==> config.mk <==
export PLATFORM = sky130hd
export DESIGN_NAME = bounded_array_list_engine_top
export DESIGN_NICKNAME = d
export VERILOG_FILES = /design/src/hw/rtl/bale_pkg.sv /design/src/hw/rtl/bale_cell.sv /design/src/hw/rtl/bounded_array_list_engine_top.sv
export SDC_FILE = /design/constraint.sdc
export NUM_CORES = 2
export LEC_CHECK = 0
export BUFFER_PORTS_ARGS = -buffer_cell sky130_fd_sc_hd__buf_4
export CAP_MARGIN = 20
export CELL_PAD_IN_SITES_DETAIL_PLACEMENT = 1
export CELL_PAD_IN_SITES_GLOBAL_PLACEMENT = 1
export CORE_UTILIZATION = 25
export DETAILED_ROUTE_END_ITERATION = 10
export PLACE_DENSITY_LB_ADDON = 0.1
export SETUP_SLACK_MARGIN = 0.4
export SYNTH_ARGS = -nofsm -noshare
export SYNTH_HDL_FRONTEND = slang
export SYNTH_SLANG_ARGS = --single-unit
==> constraint.sdc <==
create_clock -name clk_i -period 5.4 [get_ports clk_i]
set_input_delay 1.08 -clock clk_i [delete_from_list [all_inputs] [get_ports clk_i]]
set_output_delay 1.08 -clock clk_i [all_outputs]
set_load 0.05 [all_outputs]
==> src/hw/rtl/bale_pkg.sv <==
// Shared types, sizes and codes of the bounded array list engine.
`default_nettype none

package bale_pkg;

  // List capacity and derived widths
  localparam int unsigned Depth  = 16;
  localparam int unsigned IdxW   = (Depth > 1) ? $clog2(Depth) : 1;
  localparam int unsigned CntW   = $clog2(Depth + 1);
  localparam int unsigned DataW  = 32;

  // Fixed field widths of the command and result channels
  localparam int unsigned CmdW   = 2;
  localparam int unsigned PosW   = 5;
  localparam int unsigned StatW  = 2;
  localparam int unsigned FoundW = 4;
  localparam int unsigned CountW = 5;

  // Common width for position against count comparisons
  localparam int unsigned CmpW   = (CntW > PosW) ? CntW : PosW;

  typedef enum logic [CmdW-1:0] {
    CMD_INSERT = 2'd0,
    CMD_DELETE = 2'd1,
    CMD_LOCATE = 2'd2,
    CMD_SORTED = 2'd3
  } cmd_e;

  typedef enum logic [StatW-1:0] {
    STAT_OK       = 2'd0,
    STAT_FULL     = 2'd1,
    STAT_BADPOS   = 2'd2,
    STAT_NOTFOUND = 2'd3
  } status_e;

  // What a list cell loads at the next edge
  typedef enum logic [1:0] {
    OP_HOLD  = 2'd0,
    OP_LOAD  = 2'd1,
    OP_LEFT  = 2'd2,
    OP_RIGHT = 2'd3
  } cell_op_e;

endpackage

`default_nettype wire

==> src/hw/rtl/bale_cell.sv <==
// One list cell: holds an entry, compares it against the broadcast value.
`default_nettype none

module bale_cell (
  input  logic                                clk_i,
  input  bale_pkg::cell_op_e                  op_i,
  input  logic                                cmp_en_i,
  input  logic signed [bale_pkg::DataW-1:0]   value_i,
  input  logic signed [bale_pkg::DataW-1:0]   left_i,
  input  logic signed [bale_pkg::DataW-1:0]   right_i,
  output logic signed [bale_pkg::DataW-1:0]   entry_o,
  output logic                                eq_o,
  output logic                                gt_o
);
  import bale_pkg::*;

  logic signed [DataW-1:0] entry_q, entry_d;
  logic                    eq_q;
  logic                    gt_q;

  always_comb begin
    unique case (op_i)
      OP_HOLD:  entry_d = entry_q;
      OP_LOAD:  entry_d = value_i;
      OP_LEFT:  entry_d = left_i;
      OP_RIGHT: entry_d = right_i;
      default:  entry_d = entry_q;
    endcase
  end

  // Flags: entry equals the value, entry strictly greater than the value
  always_ff @(posedge clk_i) begin
    entry_q <= entry_d;
    if (cmp_en_i) begin
      eq_q <= (value_i == entry_q);
      gt_q <= (value_i < entry_q);
    end
  end

  assign entry_o = entry_q;
  assign eq_o    = eq_q;
  assign gt_o    = gt_q;

endmodule

`default_nettype wire

==> src/hw/rtl/bounded_array_list_engine_top.sv <==
// Top level of the bounded array list engine: command control and the row of list cells.
`default_nettype none

// Keeps an ordered list of up to 16 signed 32-bit entries in a row of cells and answers each
// command (insert at position, delete at position, locate, sorted insert) with one result
// carrying status, found index and the entry count after the command. At the transfer every
// cell registers how its entry compares with the value; in the execution state the flags
// are resolved and all cells shift or load at once. Execution waits while a previous result
// is still held on a stalled output, and no new command is accepted until it completes.
// Entry contents are not cleared by reset; only the count is, and entries at or beyond the
// count are never reported.

module bounded_array_list_engine_top (
  input  logic                          clk_i,
  input  logic                          rst_ni,
  input  logic                          in_valid_i,
  output logic                          in_stall_o,
  input  logic [bale_pkg::CmdW-1:0]     cmd_i,
  input  logic signed [bale_pkg::DataW-1:0] item_value_i,
  input  logic [bale_pkg::PosW-1:0]     item_position_i,
  output logic                          out_valid_o,
  input  logic                          out_stall_i,
  output logic [bale_pkg::StatW-1:0]    status_o,
  output logic [bale_pkg::FoundW-1:0]   found_index_o,
  output logic [bale_pkg::CountW-1:0]   entry_count_o
);
  import bale_pkg::*;

  localparam logic ST_IDLE = 1'b0;
  localparam logic ST_EXEC = 1'b1;

  logic                    state_q, state_d;
  logic [CntW-1:0]         count_q, count_d;
  logic [CmdW-1:0]         cmd_q;
  logic signed [DataW-1:0] val_q;
  logic [PosW-1:0]         pos_q;

  logic                    out_valid_q, out_valid_d;
  logic [StatW-1:0]        status_q, status_d;
  logic [FoundW-1:0]       found_q, found_d;
  logic [CountW-1:0]       out_count_q;

  logic                    in_xfer;
  logic                    fire;
  logic signed [DataW-1:0] cell_value;

  logic signed [DataW-1:0] entries [Depth];
  cell_op_e                ops     [Depth];
  logic [Depth-1:0]        eq_vec;
  logic [Depth-1:0]        gt_vec;
  logic [Depth-1:0]        live;
  logic [Depth-1:0]        hit_vec;
  logic [Depth-1:0]        big_vec;

  logic [IdxW-1:0]         last_hit;
  logic [CntW-1:0]         first_gt;
  logic                    do_ins;
  logic                    do_del;
  logic [CntW-1:0]         target;
  logic [CmpW-1:0]         pos_w;
  logic [CmpW-1:0]         cnt_w;
  logic                    full;

  assign in_stall_o = (state_q == ST_EXEC);
  assign in_xfer    = in_valid_i && !in_stall_o;
  assign fire       = (state_q == ST_EXEC) && (!out_valid_q || !out_stall_i);
  assign cell_value = (state_q == ST_EXEC) ? val_q : item_value_i;

  assign pos_w = CmpW'(pos_q);
  assign cnt_w = CmpW'(count_q);
  assign full  = (count_q == CntW'(Depth));

  // Row of cells; each takes its left or right neighbour on a shift
  for (genvar i = 0; i < Depth; i++) begin : g_cell
    logic signed [DataW-1:0] left_n, right_n;

    if (i == 0) begin : g_first
      assign left_n = '0;
    end else begin : g_mid_l
      assign left_n = entries[i-1];
    end
    if (i == Depth - 1) begin : g_last
      assign right_n = '0;
    end else begin : g_mid_r
      assign right_n = entries[i+1];
    end

    assign live[i]    = (CntW'(i) < count_q);
    assign hit_vec[i] = live[i] && eq_vec[i];
    assign big_vec[i] = live[i] && gt_vec[i];

    always_comb begin
      ops[i] = OP_HOLD;
      if (fire && do_ins) begin
        if (CntW'(i) == target) begin
          ops[i] = OP_LOAD;
        end else if (CntW'(i) > target) begin
          ops[i] = OP_LEFT;
        end
      end else if (fire && do_del) begin
        if (CmpW'(i) >= pos_w) begin
          ops[i] = OP_RIGHT;
        end
      end
    end

    bale_cell u_cell (
      .clk_i    (clk_i),
      .op_i     (ops[i]),
      .cmp_en_i (in_xfer),
      .value_i  (cell_value),
      .left_i   (left_n),
      .right_i  (right_n),
      .entry_o  (entries[i]),
      .eq_o     (eq_vec[i]),
      .gt_o     (gt_vec[i])
    );
  end

  // Last matching cell and first greater cell among the live ones
  always_comb begin
    last_hit = '0;
    for (int i = 0; i < Depth; i++) begin
      if (hit_vec[i]) last_hit = IdxW'(i);
    end
  end

  always_comb begin
    first_gt = count_q;
    for (int i = Depth - 1; i >= 0; i--) begin
      if (big_vec[i]) first_gt = CntW'(i);
    end
  end

  always_comb begin
    status_d = STAT_OK;
    found_d  = '0;
    do_ins   = 1'b0;
    do_del   = 1'b0;
    target   = first_gt;
    count_d  = count_q;
    unique case (cmd_e'(cmd_q))
      CMD_INSERT: begin
        target = CntW'(pos_q);
        if (full) begin
          status_d = STAT_FULL;
        end else if (pos_w > cnt_w) begin
          status_d = STAT_BADPOS;
        end else begin
          do_ins = 1'b1;
        end
      end
      CMD_DELETE: begin
        if (pos_w >= cnt_w) begin
          status_d = STAT_BADPOS;
        end else begin
          do_del = 1'b1;
        end
      end
      CMD_LOCATE: begin
        if (|hit_vec) begin
          found_d = FoundW'(last_hit);
        end else begin
          status_d = STAT_NOTFOUND;
        end
      end
      CMD_SORTED: begin
        if (full) begin
          status_d = STAT_FULL;
        end else begin
          do_ins = 1'b1;
        end
      end
      default: status_d = STAT_OK;
    endcase
    if (do_ins) begin
      count_d = count_q + CntW'(1);
    end else if (do_del) begin
      count_d = count_q - CntW'(1);
    end
  end

  always_comb begin
    state_d = state_q;
    unique case (state_q)
      ST_IDLE: if (in_xfer) state_d = ST_EXEC;
      ST_EXEC: if (fire) state_d = ST_IDLE;
      default: state_d = ST_IDLE;
    endcase
  end

  // Hold the result while the output is stalled
  always_comb begin
    if (fire) begin
      out_valid_d = 1'b1;
    end else if (!out_stall_i) begin
      out_valid_d = 1'b0;
    end else begin
      out_valid_d = out_valid_q;
    end
  end

  always_ff @(posedge clk_i or negedge rst_ni) begin
    if (!rst_ni) begin
      state_q     <= ST_IDLE;
      count_q     <= '0;
      out_valid_q <= 1'b0;
    end else begin
      state_q     <= state_d;
      out_valid_q <= out_valid_d;
      if (fire) count_q <= count_d;
    end
  end

  always_ff @(posedge clk_i) begin
    if (in_xfer) begin
      cmd_q <= cmd_i;
      val_q <= item_value_i;
      pos_q <= item_position_i;
    end
    if (fire) begin
      status_q    <= status_d;
      found_q     <= found_d;
      out_count_q <= CountW'(count_d);
    end
  end

  assign out_valid_o   = out_valid_q;
  assign status_o      = status_q;
  assign found_index_o = found_q;
  assign entry_count_o = out_count_q;

  a_count_bound: assert property (@(posedge clk_i) disable iff (!rst_ni)
    count_q <= CntW'(Depth))
    else $error("entry count exceeds capacity");

  a_xfer_to_exec: assert property (@(posedge clk_i) disable iff (!rst_ni)
    in_xfer |=> (state_q == ST_EXEC))
    else $error("accepted command did not enter execution");

  a_count_idle: assert property (@(posedge clk_i) disable iff (!rst_ni)
    (state_q == ST_IDLE) |=> $stable(count_q))
    else $error("entry count changed with no command in execution");

  a_ins_grows: assert property (@(posedge clk_i) disable iff (!rst_ni)
    (fire && do_ins) |=> (count_q == $past(count_q) + CntW'(1)))
    else $error("successful insert did not grow the list by one");

  a_result_count: assert property (@(posedge clk_i) disable iff (!rst_ni)
    fire |=> (out_count_q == CountW'(count_q)))
    else $error("reported count differs from list count");

endmodule

`default_nettype wire

# ---- Word level (Yosys, flattened, before mapping)
# Cells that the tools add are included.
dict set report totals {
  wordCells 418
  register_bits 601
  in_bits 43
  output_inout_bits 13
}
dict set report op_classes {
  magnitude_cmp 66
  eq_ne 84
  n_reduce_logical 60
  n_mux 148
  add_sub_neg 2
  bitwise 1
}
# operator n
set ops {}
lappend ops {{$pmux W32 S3} 16}
lappend ops {{$eq A32 B32 Y1} 16}
lappend ops {{$lt A32 B32 Y1} 16}
lappend ops {{$mux W2} 84}
lappend ops {{$mux W5} 19}
lappend ops {{$eq A2 B2 Y1 const B} 34}
lappend ops {{$mux W4} 14}
lappend ops {{$eq A4 B5 Y1 const A} 8}
lappend ops {{$ge A4 B5 Y1 const A} 8}
lappend ops {{$gt A4 B5 Y1 const A} 8}
lappend ops {{$lt A4 B5 Y1 const A} 8}
lappend ops {{$logic_and A1 B1 Y1} 36}
lappend ops {{$eq A2 B1 Y1 const B} 17}
lappend ops {{$logic_not A2 Y1} 17}
lappend ops {{$mux W32} 1}
lappend ops {{$eq A3 B5 Y1 const A} 4}
lappend ops {{$ge A3 B5 Y1 const A} 4}
lappend ops {{$gt A3 B5 Y1 const A} 4}
lappend ops {{$lt A3 B5 Y1 const A} 4}
lappend ops {{$reduce_or A16 Y1} 1}
lappend ops {{$mux W1} 11}
lappend ops {{$eq A2 B5 Y1 const A} 2}
lappend ops {{$ge A1 B5 Y1 const A} 2}
lappend ops {{$ge A2 B5 Y1 const A} 2}
lappend ops {{18 further kinds} 25}

# ---- Logic depth before layout (Yosys ltp)
dict set report depth {
  depth_word 25
  mapped_depth 15
  mapped_depth_nobuf 11
}

# ---- Modules after synthesis
# A second synthesis with hierarchy kept.
dict set report unflattened {
  hier_cells 4505
  hier_area_um2 43963.4
}
# module area_per_inst_um2 instances seq_area_each_um2 cells_per_inst
set by_module_without_submodules {}
lappend by_module_without_submodules {bale_cell 2491.1 16 1021.0 256}
lappend by_module_without_submodules {bounded_array_list_engine_top 4105.2 1 1676.6 409}

# ---- Least setup slack after synthesis
# No wires, ideal clock.
dict set report synth_path {
  kind {register to register}
  startpoint {reg count_q[3], in the netlist cnt_w[3]}
  endpoint {reg g_cell[10].u_cell.entry_q[0], enable pin}
  synth_period_minus_slack_ns 5.137
  setup_slack_ns 0.263
  setup_time_ns 0.466
  arrival_ns 4.671
  path_buffers 3
  t_required_ns 4.934
  stages_incl_launch_ff 13
  cell_sequence {dfrtp_1 buf_4 buf_2 inv_1 ha_1 a21o_1 a21oi_1 a21oi_1 nor2_1 and4_1 buf_2 o21ai_1 o21ai_0}
}
dict set report synth_between {
  elab_chain_len 24
  word_cells_on_any_way 67
  classes_between {order compare (19); eq/ne (2); mux (27); reduce/logical (19)}
}
# item line
set synth_lines {}
lappend synth_lines {{start, declared} bounded_array_list_engine_top.sv:33} ;# logic [CntW-1:0] count_q, count_d;
lappend synth_lines {{start signal, assigned} bounded_array_list_engine_top.sv:211} ;# if (fire) count_q <= count_d;
lappend synth_lines {{$lt A4 B5 Y1} bounded_array_list_engine_top.sv:88} ;# assign live[i] = (CntW'(i) < count_q);
lappend synth_lines {{$logic_and A1 B1 Y1} bounded_array_list_engine_top.sv:90} ;# assign big_vec[i] = live[i] && gt_vec[i];
lappend synth_lines {{$mux W5 (16 in a row)} bounded_array_list_engine_top.sv:131} ;# if (big_vec[i]) first_gt = CntW'(i);
lappend synth_lines {{$mux W5} bounded_array_list_engine_top.sv:142} ;# unique case (cmd_e'(cmd_q))
lappend synth_lines {{$gt A4 B5 Y1} bounded_array_list_engine_top.sv:97} ;# end else if (CntW'(i) > target) begin
lappend synth_lines {{$mux W2} bounded_array_list_engine_top.sv:97}
lappend synth_lines {{$mux W2} bounded_array_list_engine_top.sv:95} ;# if (CntW'(i) == target) begin
lappend synth_lines {{$mux W2 *} bounded_array_list_engine_top.sv:94} ;# if (fire && do_ins) begin
lappend synth_lines {{$logic_not A2 Y1 *} bale_cell.sv:22} ;# unique case (op_i)
lappend synth_lines {{end signal, assigned} bale_cell.sv:33} ;# entry_q <= entry_d;
lappend synth_lines {{end, declared} bale_cell.sv:17} ;# logic signed [DataW-1:0] entry_q, entry_d;
# Every way passes the cells marked *; elsewhere a longest branch is shown, timed or not.
# A chain may end at the register's enable or synchronous reset.

# ---- Worst setup path in the final report
dict set report layout_path {
  startpoint {reg state_q, in the netlist in_stall_o}
  endpoint {reg g_cell[8].u_cell.gt_q, data pin}
}
dict set report layout_between {
  elab_chain_len 2
}
# item line
set layout_lines {}
lappend layout_lines {{start, declared} bounded_array_list_engine_top.sv:32} ;# logic state_q, state_d;
lappend layout_lines {{start signal, assigned} bounded_array_list_engine_top.sv:209} ;# state_q <= state_d;
lappend layout_lines {{$mux W32} bounded_array_list_engine_top.sv:67} ;# assign cell_value = (state_q == ST_EXEC) ? val_q : item_value_i;
lappend layout_lines {{$lt A32 B32 Y1} bale_cell.sv:36} ;# gt_q <= (value_i < entry_q);
lappend layout_lines {{end signal, assigned} bale_cell.sv:36}
lappend layout_lines {{end, declared} bale_cell.sv:19} ;# logic gt_q;
# No other way between the ends.

==> reports/qor.yml <==
setup_path:
  crit_top_cell: "inv_1"
  critPathArrivalTime_ns: 5.08
  cp-start-kind: "flop"
  critical_path_class: "reg -> reg"
  path_max_fanout: 13
  cpMaxStageDelayCell: "dfrtp_4"
  crit_buf_inv: 3
  path_cells: "mux2i_2 -> inv_1 -> buf_4 -> ha_1 -> nand4_1 -> nor2_1 -> nand3_1 -> nor3_1 -> inv_1 -> or4_1 -> o221ai_1 -> mux2i_1"
  cp_top_family: "simple AND/OR/NAND/NOR gates"
  reg2reg_depth: 12
  worst-path-stages: 12
  end_kind: "flop"
  max_stage_delay_ns: 0.66
  r2r_setup_slack_ns: 0.73
  required_ns: 5.81
sta:
  tightest_slew_ns: 1.221
  slew_violations: 0
  tns_ns: 0
  finalCritPeriodShare_pct: 86.46
  hold_viol: 0
  relSlewSlack_pct: 18.24
  timing.hold.ws_ns: 0.2007
  final-setup-viol-count: 0
  rsz0062_at_grt: "no"
  finalCriticalPeriod_ns: 4.669
  finalWorstSetupSlack_ns: 0.7311
  fin_skew_ns: 0.02993
  fmax_mhz: 214.2
floorplan:
  dieArea_um2: 166000
  die_w_um: 407.4
  rows: 148
  ios: 56
  die_h_um: 407.4
  initial_core_util_pct: 25.22
  coreArea_um2: 163000
clock_tree:
  htree_levels: 3
  clk_latency_ns: 0.70
  clockRootBuffer: "clkbuf_16"
  hold_buffers: 0
  tritoncts.num_buffers: 83
  cts_resized: 0
  clock-sinks: 601
  cts_tree: "built"
  post_cts_buffers: 2
  clkTransAtPathRegs_ns: 0.06
  cts.path.max_buffers: 3
logic_synthesis:
  muxShareOfSynthArea_pct: 1.200
  synth_warnings: 0
  synth_compound_area_share_pct: 21.83
  synth_simple_gate_area_share_pct: 9.478
  syn_inst: 4045
  syn_area_per_cell_um2: 10.16
  synth_top_area_share_pct: 43.40
  synth_top_family_by_area: "compound AO/OA/AOI/OAI gates"
  synthXorXnorAreaFrac_pct: 0.1705
  ys_types: 85
  netlist_area_um2: 41100
  synth_edf_count: 594
  synthesis.nets: 4612
  synthAdderAreaFrac_pct: 15.95
  synth_seq_cells: 601
  yosysTopAreaCell: "edfxtp_1"
  synth-seq-area-share_pct: 43.83
  synthArstFlopShare_pct: 1.165
  synthFlopType: "edfxtp_1"
  yosys-top-cells-area: "edfxtp_1, ha_1, inv_1"
pwr:
  power_density_nw_per_um2: 333.8
  pwr-share-comb_pct: 29.0
  leakagePower_nw: 19.04
  p_seq_share_pct: 37.5
  power_switching_mw: 5.573
  peakVddDrop_mv: 0.2206
  pwr-share-clk_pct: 33.5
  p_int_mw: 10.27
  sw_frac_of_total_pct: 35.17
placed_design:
  place_ws_ns: 0.1700
  place_congestion: 0.8822
  io_buffer_count: 55
  hpwl_um: 131500
  place_inst: 6219
finish:
  drive_gt1_share_pct: 10.42
  final_common_cell: "edfxtp_1"
  fin_nets: 4698
  final_cell_mix: "edfxtp_1, inv_1, ha_1"
  final_core_utilization_pct: 29.13
  area_delta_synth_final_pct: 15.50
  instances_no_fill: 6368
global_route:
  grt_max_degree: 73
  antenna_found_initial: 0
  grt_overflow: 0
  grt_pass1_wl_um: 244700
  grt_pass1_vias: 34578
  track_usage_pct: 19.91
route:
  drt-total-wl_um: 167600
  final_antenna_net_count: 0
  via_count: 32948
  via_per_inst: 5.174
  drc: 0
  wl_per_cell_um: 26.32
  drt_iter0_markers: 1979
  dr.pass1.iters: 7
run:
  maxCapViolations: 0
status:
  status: "complete, no violations"
min_path:
  hold_path.class: "in -> async"
## cell usage after synthesis, types with 8 or more instances
library cell    n
buf_4          11
a21oi_1       190
or2_2          13
o21ai_0       239
a22oi_1       197
nand3_1        37
and3_1          8
nand2b_1       24
or3_1          11
nor4_1         17
ha_1          524
edfxtp_1      594
nor2_1        146
clkbuf_1      145
nor3_1        104
o221ai_2        8
a211oi_1       12
mux2i_1        47
o21ai_1        87
o211ai_1       23
a221o_1        96
nor2b_1        48
a31oi_1        11
a32oi_1        34
nand2_1       270
o31ai_1        34
o221ai_1      130
buf_2          37
a21o_1        124
nand4_1        92
o21a_1         25
buf_1           8
inv_1         560
buf_6          12
## cells by family (layout without fill, tap and decap cells)
family,after synthesis,count (layout)
and+or+nand+nor,805,805
AOI/OAI and AO/OA,1281,1281
xor gates and xnor gates,8,8
other,0,1
muxes,49,49
buffers and inverters,777,924
adders and majority gates,524,524
DFF,601,601
## layer usage
| layer | vias up | GRT usage, % | part of all wire (%) |
|---|---|---|---|
| met1 | 16784 | 26.44 | 46 |
| met3 | 152 | 2.287 | 3.3 |
| met4 | 0 | 5.406 | 2.4 |
| met2 | 548 | 33.98 | 48 |
| met5 | - | 0 | 0 |
| li1 | 15464 | - | - |
## stage by stage
| step | area (µm²) | power (mW) |
|---|---|---|
| final | 47470 | 15.84 |
| after global routing | 47460 | 16.70 |
| after CTS | 47460 | 16.08 |
| after detailed placement | 44930 | 10.65 |
| after global placement | 44930 | 10.60 |
| after floorplan | 41100 | 8.783 |
## final cells by class
| type | count | area (µm²) |
|---|---|---|
| Fill cell | 18402 | 115500 |
| Multi-Input combinational cell | 2667 | 20350 |
| Sequential cell | 601 | 18020 |
| Tap cell | 2175 | 2721 |
| Clock buffer | 107 | 2207 |
| Inverter | 561 | 2106 |
| Timing Repair Buffer | 217 | 1767 |
| Clock inverter | 39 | 300.3 |
| Antenna cell | 1 | 2.502 |
## final timing paths
kind | from | to
setup / recovery | in_stall_o$_DFF_PN0_ | g_cell[8].u_cell.gt_o$_DFFE_PP_
hold / removal | rst_ni | out_valid_o$_DFFE_PN0P_
setup reg to reg | in_stall_o$_DFF_PN0_ | g_cell[8].u_cell.gt_o$_DFFE_PP_
hold reg to reg | g_cell[14].u_cell.entry_o[2]$_DFFE_PP_ | g_cell[15].u_cell.entry_o[2]$_DFFE_PP_
max in group asynchronous | rst_ni | in_stall_o$_DFF_PN0_
min in group clk_i | g_cell[14].u_cell.entry_o[2]$_DFFE_PP_ | g_cell[15].u_cell.entry_o[2]$_DFFE_PP_
## sequential cells by signal, summed over array words and instances, names as in the netlist, 2 cells and up
name / cells
entry_count_o: 5
pos_q: 5
found_index_o: 4
status_o: 2
cmd_q: 2
cnt_w: 5
g_cell.u_cell.eq_o: 16
g_cell.u_cell.gt_o: 16
g_cell.u_cell.entry_o: 512
val_q: 32
## power groups by stage
stage	clock, mW	combinational, mW	sequential (mW)
2_1_floorplan	0	2.82	5.96
3_3_place_gp	0	4.55	6.04
3_5_place_dp	0	4.61	6.05
4_1_cts	5.49	4.64	5.95
5_1_grt	5.63	5.09	5.98
6_report	5.31	4.59	5.94
No activity file was read; power rests on OpenSTA's default activity.
